File: src/rtl/assert_macros.svh
// assertion macros for the checker rtl
// depends on nothing; taken in by `include inside module bodies
`ifndef ASSERT_MACROS_SVH
`define ASSERT_MACROS_SVH

// property checked on every rising edge, held off while reset is asserted
`define CNLC_ASSERT(label, clk, rst_n, prop, msg) \
	label: assert property (@(posedge clk) disable iff (!rst_n) (prop)) else $error(msg);

// implication checked with the next cycle
`define CNLC_ASSERT_NEXT(label, clk, rst_n, ante, cons, msg) \
	label: assert property (@(posedge clk) disable iff (!rst_n) (ante) |=> (cons)) else $error(msg);

`endif

File: src/rtl/cnlc_pkg.sv
// shared types, constants and helper functions for the card number checker
// depends on nothing
package cnlc_pkg;

	localparam int unsigned MAX_DIGIT_LIMIT = 19;
	localparam int unsigned CNT_W = 5;
	localparam int unsigned LEAD_W = 10;
	localparam int unsigned CFG_IDX_W = 2;
	localparam int unsigned CFG_DATA_W = 10;

	typedef logic [CNT_W-1:0] count_t;
	typedef logic [3:0] digit_t;
	typedef logic [1:0] status_t;
	typedef logic [CFG_IDX_W-1:0] cfg_idx_t;

	localparam count_t COUNT_SAT = 5'd31;
	localparam count_t DIGIT_LIMIT = CNT_W'(MAX_DIGIT_LIMIT);

	localparam status_t ST_OK = 2'd0;
	localparam status_t ST_BAD_LENGTH = 2'd1;
	localparam status_t ST_BAD_LEADING = 2'd2;
	localparam status_t ST_BAD_CHECK = 2'd3;

	localparam cfg_idx_t REG_MIN_DIGITS = 2'd0;
	localparam cfg_idx_t REG_MAX_DIGITS = 2'd1;
	localparam cfg_idx_t REG_ALLOWED_LEADING = 2'd2;

	localparam logic [7:0] CHAR_ZERO = 8'h30;
	localparam logic [7:0] CHAR_NINE = 8'h39;

	typedef struct packed {
		count_t min_digits;
		count_t max_digits;
		logic [LEAD_W-1:0] allowed_leading;
	} cfg_t;

	function automatic digit_t add_mod10(input digit_t s, input digit_t v);
		logic [4:0] t;
		t = {1'b0, s} + {1'b0, v};
		return (t >= 5'd10) ? digit_t'(t - 5'd10) : t[3:0];
	endfunction

	function automatic digit_t doubled(input digit_t d);
		logic [4:0] t;
		t = {d, 1'b0};
		return (t >= 5'd10) ? digit_t'(t - 5'd9) : t[3:0];
	endfunction

endpackage

File: src/rtl/cnlc_cfg_regs.sv
// configuration registers: digit bounds and allowed leading digits
// depends on cnlc_pkg
module cnlc_cfg_regs (
	input  logic                      clk,
	input  logic                      arst_n,
	input  logic                      wr_en,
	input  cnlc_pkg::cfg_idx_t        wr_index,
	input  logic [cnlc_pkg::CFG_DATA_W-1:0] wr_data,
	output cnlc_pkg::cfg_t            cfg
);
	import cnlc_pkg::*;

	cfg_t cfg_q;

	always_ff @(posedge clk or negedge arst_n) begin
		if (!arst_n) begin
			cfg_q.min_digits <= 5'd13;
			cfg_q.max_digits <= 5'd16;
			cfg_q.allowed_leading <= 10'd48;
		end else if (wr_en) begin
			unique case (wr_index)
				REG_MIN_DIGITS:      cfg_q.min_digits <= wr_data[CNT_W-1:0];
				REG_MAX_DIGITS:      cfg_q.max_digits <= wr_data[CNT_W-1:0];
				REG_ALLOWED_LEADING: cfg_q.allowed_leading <= wr_data[LEAD_W-1:0];
				default: ;
			endcase
		end
	end

	assign cfg = cfg_q;

endmodule

File: src/rtl/cnlc_core.sv
// input register, running luhn sums and result register
// depends on cnlc_pkg and assert_macros.svh
module cnlc_core (
	input  logic               clk,
	input  logic               arst_n,
	input  cnlc_pkg::cfg_t     cfg,
	input  logic               in_valid,
	output logic               in_ready,
	input  logic [7:0]         char_code,
	input  logic               is_last,
	output logic               out_valid,
	input  logic               out_ready,
	output logic               valid_res,
	output cnlc_pkg::status_t  status,
	output cnlc_pkg::count_t   digit_total
);
	import cnlc_pkg::*;
	`include "assert_macros.svh"

	logic       valid_s1;
	logic [7:0] char_s1;
	logic       last_s1;

	count_t  digit_count_q;
	digit_t  leading_q;
	digit_t  sum_even_q;
	digit_t  sum_odd_q;

	logic    out_valid_q;
	logic    valid_res_q;
	status_t status_q;
	count_t  total_q;

	logic    advance;
	logic    take;
	digit_t  d;
	count_t  cnt_nxt;
	digit_t  lead_nxt;
	digit_t  even_nxt;
	digit_t  odd_nxt;
	digit_t  sum_sel;
	status_t st_nxt;

	assign advance  = valid_s1 && (!last_s1 || !out_valid_q || out_ready);
	assign in_ready = !valid_s1 || advance;

	always_ff @(posedge clk or negedge arst_n) begin
		if (!arst_n) begin
			valid_s1 <= 1'b0;
		end else if (in_ready) begin
			valid_s1 <= in_valid;
		end
	end

	always_ff @(posedge clk) begin
		if (in_valid && in_ready) begin
			char_s1 <= char_code;
			last_s1 <= is_last;
		end
	end

	// digit update
	always_comb begin
		take = (char_s1 >= CHAR_ZERO) && (char_s1 <= CHAR_NINE) && (digit_count_q != COUNT_SAT);
		d = char_s1[3:0];
		cnt_nxt = digit_count_q;
		lead_nxt = leading_q;
		even_nxt = sum_even_q;
		odd_nxt = sum_odd_q;
		if (take) begin
			cnt_nxt = digit_count_q + 5'd1;
			if (digit_count_q == '0) begin
				lead_nxt = d;
			end
			if (!digit_count_q[0]) begin
				even_nxt = add_mod10(sum_even_q, doubled(d));
				odd_nxt = add_mod10(sum_odd_q, d);
			end else begin
				even_nxt = add_mod10(sum_even_q, d);
				odd_nxt = add_mod10(sum_odd_q, doubled(d));
			end
		end
	end

	// first failing check wins
	always_comb begin
		sum_sel = cnt_nxt[0] ? odd_nxt : even_nxt;
		if (cnt_nxt == '0 || cnt_nxt == COUNT_SAT || cnt_nxt < cfg.min_digits ||
			cnt_nxt > cfg.max_digits || cnt_nxt > DIGIT_LIMIT) begin
			st_nxt = ST_BAD_LENGTH;
		end else if (!cfg.allowed_leading[lead_nxt]) begin
			st_nxt = ST_BAD_LEADING;
		end else if (sum_sel != '0) begin
			st_nxt = ST_BAD_CHECK;
		end else begin
			st_nxt = ST_OK;
		end
	end

	always_ff @(posedge clk or negedge arst_n) begin
		if (!arst_n) begin
			digit_count_q <= '0;
			leading_q <= '0;
			sum_even_q <= '0;
			sum_odd_q <= '0;
		end else if (advance) begin
			if (last_s1) begin
				digit_count_q <= '0;
				leading_q <= '0;
				sum_even_q <= '0;
				sum_odd_q <= '0;
			end else begin
				digit_count_q <= cnt_nxt;
				leading_q <= lead_nxt;
				sum_even_q <= even_nxt;
				sum_odd_q <= odd_nxt;
			end
		end
	end

	always_ff @(posedge clk or negedge arst_n) begin
		if (!arst_n) begin
			out_valid_q <= 1'b0;
		end else if (advance && last_s1) begin
			out_valid_q <= 1'b1;
		end else if (out_ready) begin
			out_valid_q <= 1'b0;
		end
	end

	always_ff @(posedge clk) begin
		if (advance && last_s1) begin
			valid_res_q <= (st_nxt == ST_OK);
			status_q <= st_nxt;
			total_q <= cnt_nxt;
		end
	end

	assign out_valid   = out_valid_q;
	assign valid_res   = valid_res_q;
	assign status      = status_q;
	assign digit_total = total_q;

	`CNLC_ASSERT(a_res_flag, clk, arst_n, !out_valid_q || (valid_res_q == (status_q == ST_OK)), "result flag disagrees with status")
	`CNLC_ASSERT(a_sums_mod10, clk, arst_n, (sum_even_q < 4'd10) && (sum_odd_q < 4'd10), "running sum out of range")
	`CNLC_ASSERT_NEXT(a_clear_after_word, clk, arst_n, advance && last_s1, digit_count_q == '0 && out_valid_q, "state not cleared after final word")
	`CNLC_ASSERT(a_ok_length, clk, arst_n, !(out_valid_q && status_q == ST_OK) || (total_q != '0 && total_q <= DIGIT_LIMIT), "ok result with impossible length")

endmodule

File: src/rtl/card_number_luhn_checker_top.sv
// top level of the streaming card number luhn checker
// depends on cnlc_pkg, cnlc_cfg_regs and cnlc_core
//
//  channel  | handshake              | fields
//  ---------+------------------------+-----------------------------------
//  in       | in_valid / in_ready    | char_code, is_last
//  out      | out_valid / out_ready  | valid_res, status, digit_total
//  cfg      | wr_en (no wait)        | wr_index, wr_data
//
// one word per cycle sustained, but a final word stalls in the input register while an earlier
// result waits unaccepted; a final word's result is then captured in the result register
// in_ready depends combinationally on out_ready only when the word held is a final one
// while a result waits, non-final words keep flowing through the sums
// reset clears handshake state, sums and count and loads register defaults
module card_number_luhn_checker_top (
	input  logic                      clk,
	input  logic                      arst_n,
	input  logic                      in_valid,
	output logic                      in_ready,
	input  logic [7:0]                char_code,
	input  logic                      is_last,
	output logic                      out_valid,
	input  logic                      out_ready,
	output logic                      valid_res,
	output logic [1:0]                status,
	output logic [4:0]                digit_total,
	input  logic                      wr_en,
	input  logic [1:0]                wr_index,
	input  logic [cnlc_pkg::CFG_DATA_W-1:0] wr_data
);
	import cnlc_pkg::*;

	cfg_t cfg;

	cnlc_cfg_regs u_cfg (
		.clk      (clk),
		.arst_n   (arst_n),
		.wr_en    (wr_en),
		.wr_index (wr_index),
		.wr_data  (wr_data),
		.cfg      (cfg)
	);

	cnlc_core u_core (
		.clk         (clk),
		.arst_n      (arst_n),
		.cfg         (cfg),
		.in_valid    (in_valid),
		.in_ready    (in_ready),
		.char_code   (char_code),
		.is_last     (is_last),
		.out_valid   (out_valid),
		.out_ready   (out_ready),
		.valid_res   (valid_res),
		.status      (status),
		.digit_total (digit_total)
	);

endmodule
File: config.mk
export PLATFORM = sky130hd
export DESIGN_NAME = card_number_luhn_checker_top
export DESIGN_NICKNAME = d
export VERILOG_FILES = /design/src/rtl/cnlc_pkg.sv /design/src/rtl/cnlc_cfg_regs.sv /design/src/rtl/cnlc_core.sv /design/src/rtl/card_number_luhn_checker_top.sv
export VERILOG_INCLUDE_DIRS = /design/src /design/src/rtl
export SDC_FILE = /design/constraint.sdc
export NUM_CORES = 1
export LEC_CHECK = 0
export ABC_AREA = 1
export BUFFER_PORTS_ARGS = -buffer_cell sky130_fd_sc_hd__buf_2
export CAP_MARGIN = 20
export CORE_UTILIZATION = 40
export CTS_CLUSTER_DIAMETER = 80
export CTS_CLUSTER_SIZE = 28
export DETAILED_ROUTE_END_ITERATION = 12
export GPL_ROUTABILITY_DRIVEN = 0
export PLACE_DENSITY = 0.57
export REMOVE_ABC_BUFFERS = 1
export SYNTH_ARGS = -nofsm -noshare
export SYNTH_HDL_FRONTEND = slang
export SYNTH_SLANG_ARGS = --single-unit
File: constraint.sdc
create_clock -name clk -period 4.6 [get_ports clk]
set_clock_uncertainty 0.05 [all_clocks]
set_input_delay 0 -clock clk [delete_from_list [all_inputs] [get_ports clk]]
set_output_delay 0 -clock clk [all_outputs]
set_load 0.05 [all_outputs]
==> results summary <==
The run finished with clean final reports. The post-detailed-placement half-perimeter wirelength is 6453 µm. The min-delay analysis places its worst path in the category input port to register. The routed design has 8672 µm of wire. The final count of hold timing violations came out at 0. The hold path startpoint is wr_en. The overall die area came out at 10,070 µm².

Input and output buffers added on the ports amount to 35. The areal power density over the cells came out at 275.8 nW/µm². IR analysis of the VDD net gives a maximum drop of 0.1626 mV. The number of detailed-route iterations in the first pass came out at 4. Derived from the worst setup path, the maximum achievable clock frequency is 0.2593 GHz.

The first-pass GRT wire length is 15,090 µm. For the pin with the worst max-slew slack, the measured transition is 0.8941 ns. The placement row count is 35.

The largest total area in the synthesized netlist belongs to sky130_fd_sc_hd__dfrtp_1. The part of the cycle the worst path needs is 83.84%. Counting flops and latches in the post-synthesis netlist gives 56. The number of flops mapped to enable cells by yosys came out at 17. After synthesis, the cell types taking the most area are sky130_fd_sc_hd__dfrtp_1 (21%), sky130_fd_sc_hd__edfxtp_1 (13%), sky130_fd_sc_hd__ha_1 (11%). The synthesis-to-layout area growth came out at 15.91%. The proportion of synthesized chip area in sequential cells came out at 38.62%. For this run, the slowest stage of the critical path takes 0.52 ns. The number of max-cap violations is 0. In the layout the commonest cells are sky130_fd_sc_hd__nand2_1 (111), sky130_fd_sc_hd__inv_1 (77), sky130_fd_sc_hd__nand3_1 (65). The most critical setup path has its startpoint at u_core.char_s1[1]. Yosys mapped the design onto 38 distinct sky130hd cell types.

The endpoint required time on the critical path came out at 4.63 ns. The via count of the first global-routing pass is 3,289. After global routing the overflow that remains totals 0.

The worst setup path is launched from a register. Setup repair after global routing left no endpoint under its margin. The global router's overall resource usage is 19.20%. The number of instances in the placed design is 638. The count of placed standard cells in the final layout, fillers left out is 669. The hold buffer count at CTS is 23. The cell area that synthesis handed to floorplanning was 3869 µm². The post-route netlist has 13.89% of its cells at a drive strength greater than 1. The layout net count came out at 604.

The level count of the clock H-tree is 2. The routed length per instance is 12.96 µm. Dividing the detail-routed via count by the number of cells gives 4.828. For this run, the number of Yosys warnings is 0. The horizontal extent of the die came out at 100.3 µm. Clock tree synthesis found a total of 56 sinks. Of all nets on the critical path, the largest fanout is 6. The final number of setup-violating endpoints came out at 0.

In this run the static leakage power is 2.250 nW. The area of the placeable core is 9284 µm². The cell that appears most often on the critical path is sky130_fd_sc_hd__nand2_1. The clock-pin transition on the worst setup and hold timing paths is 0.11 ns.

The final-layout setup total negative slack came out at 0 ns. The later pin in the worst-skew pair is clocked with a latency of 0.32 ns. The number of cells produced by synthesis is 481. The slowest stage of the critical path belongs to the cell sky130_fd_sc_hd__edfxtp_1. After synthesis, the share of flip-flops with an asynchronous set or reset is 69.64%. The TritonCTS clock tree is yes.

The remaining antenna violation count came out at 0. Each instance of the synthesized netlist takes up on average 8.043 µm². The number of placed I/O pins came out at 36.

The clock period minus worst slack came out at 3.856 ns. The buffers inserted during post-CTS setup optimization came out at 0. For this block, the initial DRC count from the detailed router was 132.

The library cell used most frequently in the layout, excluding fill and tap cells, is sky130_fd_sc_hd__nand2_1. For this run, the leading register cell type out of synthesis is sky130_fd_sc_hd__dfrtp_1. For this configuration, the core starts out at a cell density of 41.67%. The final route contains 3,230 vias. The worst setup path is captured at a register. The overall die height is 100.3 µm.

The number of antenna diodes in the final layout is 0. The startpoint identified for the worst register-to-register timing path is u_core.char_s1[1]. The cell sitting at the root of the clock tree is a sky130_fd_sc_hd__clkbuf_8. The count of final max-slew check failures is 0. The count of unresolved DRC violations after routing came out at 0. For the worst setup path, the data arrival time is 3.88 ns. The number of resized instances in the post-cts repair step came out at 0. The worst pin sits at a relative slew slack of 40.39%.

The initial antenna violation count is 0. No sink is reached through more buffers than the 2 on the longest clock path. After synthesis, the largest area contributor takes up 21.35% of total cell area. Entering global routing, the biggest net connects 40 pins.

The type of the worst setup path is register to register. Walking the worst path, the cells encountered are inv_1 > ha_1 > inv_1 > nor2_1 > o21bai_1 > xor2_1 > inv_1 > fa_1 > inv_1 > nand2_1 > and2_1 > ha_1 > nand2_1 > nand3_1 > nand2_1 > nand2_1 > nand3_1 > nand3_1 > nand2_1 > nand3_1 > nand2_1 > a21oi_1. The number of clock buffers inserted by TritonCTS is 5.
-- power breakdown --
group	switching (mW)	total, mW	internal (mW)
Combinational	0.214	0.352	0.138
Sequential	0.0283	0.593	0.565
Clock	0.179	0.292	0.113
-- critical path: cells and delay by family, from the launching register on --
family	cells	cell delay (ns)
adder cells (fa/ha/maj)	3	0.84
buffers and inverters	4	0.47
flip-flops	1	0.52
AO/OA/AOI/OAI	2	0.41
AND/OR/NAND/NOR	12	1.06
XOR/XNOR	1	0.27
-- cells in the mapped netlist (2+ instances only) --
master                     instances
sky130_fd_sc_hd__o21bai_1          2
sky130_fd_sc_hd__o21ai_2           8
sky130_fd_sc_hd__nand2_1         111
sky130_fd_sc_hd__o22ai_1          15
sky130_fd_sc_hd__nor2_1           24
sky130_fd_sc_hd__dfstp_2           6
sky130_fd_sc_hd__nor3_1            2
sky130_fd_sc_hd__and2_1            4
sky130_fd_sc_hd__inv_1            77
sky130_fd_sc_hd__nand4_1           2
sky130_fd_sc_hd__edfxtp_1         17
sky130_fd_sc_hd__o21ai_0          21
sky130_fd_sc_hd__clkbuf_1          4
sky130_fd_sc_hd__fa_1              4
sky130_fd_sc_hd__or2_2             2
sky130_fd_sc_hd__ha_1             35
sky130_fd_sc_hd__xor2_1            3
sky130_fd_sc_hd__nand3b_1          7
sky130_fd_sc_hd__nand3_1          65
sky130_fd_sc_hd__nand2_4           4
sky130_fd_sc_hd__dfrtp_1          33
sky130_fd_sc_hd__nor2_2            2
sky130_fd_sc_hd__mux2_2            3
sky130_fd_sc_hd__a21oi_1          15
sky130_fd_sc_hd__o21a_1            2
-- flip-flops by register name, indices dropped and copies added (netlist names), 2 cells and up --
register,count
u_core.status,2
u_cfg.cfg,20
u_core.leading_q,4
u_core.digit_count_q,5
u_core.sum_odd_q,4
u_core.digit_total,5
u_core.sum_even_q,4
u_core.char_s1,8
-- per-stage QoR --
step	total power [mW]	setup slack, ns	utilization [%]	cell area, µm²	hold slack [ns]
after floorplan	0.8466	1.207	-	3815	-0.3456
after global placement	0.9290	0.8949	44.80	4159	0.1259
after detailed placement	0.9385	0.7644	44.80	4159	0.1285
after CTS	1.244	0.7354	48.30	4484	0.08684
after global routing	1.326	0.3141	48.30	4484	0.1234
final	1.237	0.7436	48.30	4484	0.08633
-- layer usage --
layer	up-vias	share of wire [%]	global-route usage [%]
met3	10	2.6	2.855
met5	-	0	0
li1	1699	-	-
met2	54	48	33.14
met4	0	1.3	6.466
met1	1467	48	24.60
-- path summary, 6_finish.rpt --
kind / cells past startpoint / end / slack, ns
max: 22 / u_core.status[1] / 0.74
min: 3 / u_cfg.cfg[17] / 0.09
max reg2reg: 22 / u_core.status[1] / 0.74
min reg2reg: 2 / u_cfg.cfg[3] / 0.45
max in group asynchronous: 2 / u_core.leading_q[0] / 3.66
min in group asynchronous: 2 / u_core.digit_count_q[0] / 0.29
-- cell families after synthesis --
logic type,Yosys count,share of synthesized area [%]
AO/OA/AOI/OAI,66,10.19
XOR/XNOR,3,0.6793
adder cells (fa/ha/maj),39,13.39
buffers and inverters,87,9.120
flip-flops,56,38.62
multiplexers,3,0.8732
AND/OR/NAND/NOR,227,27.13
-- cell type report --
cell class                      count  area [µm²]
Clock buffer                        5       68.82
Clock inverter                      3       26.28
Fill cell                         920        4800
Inverter                           79       299.0
Multi-Input combinational cell    338        2022
Sequential cell                    56        1494
Tap cell                          129       161.4
Timing Repair Buffer               59       412.9
Power figures use the tool's default switching activity.
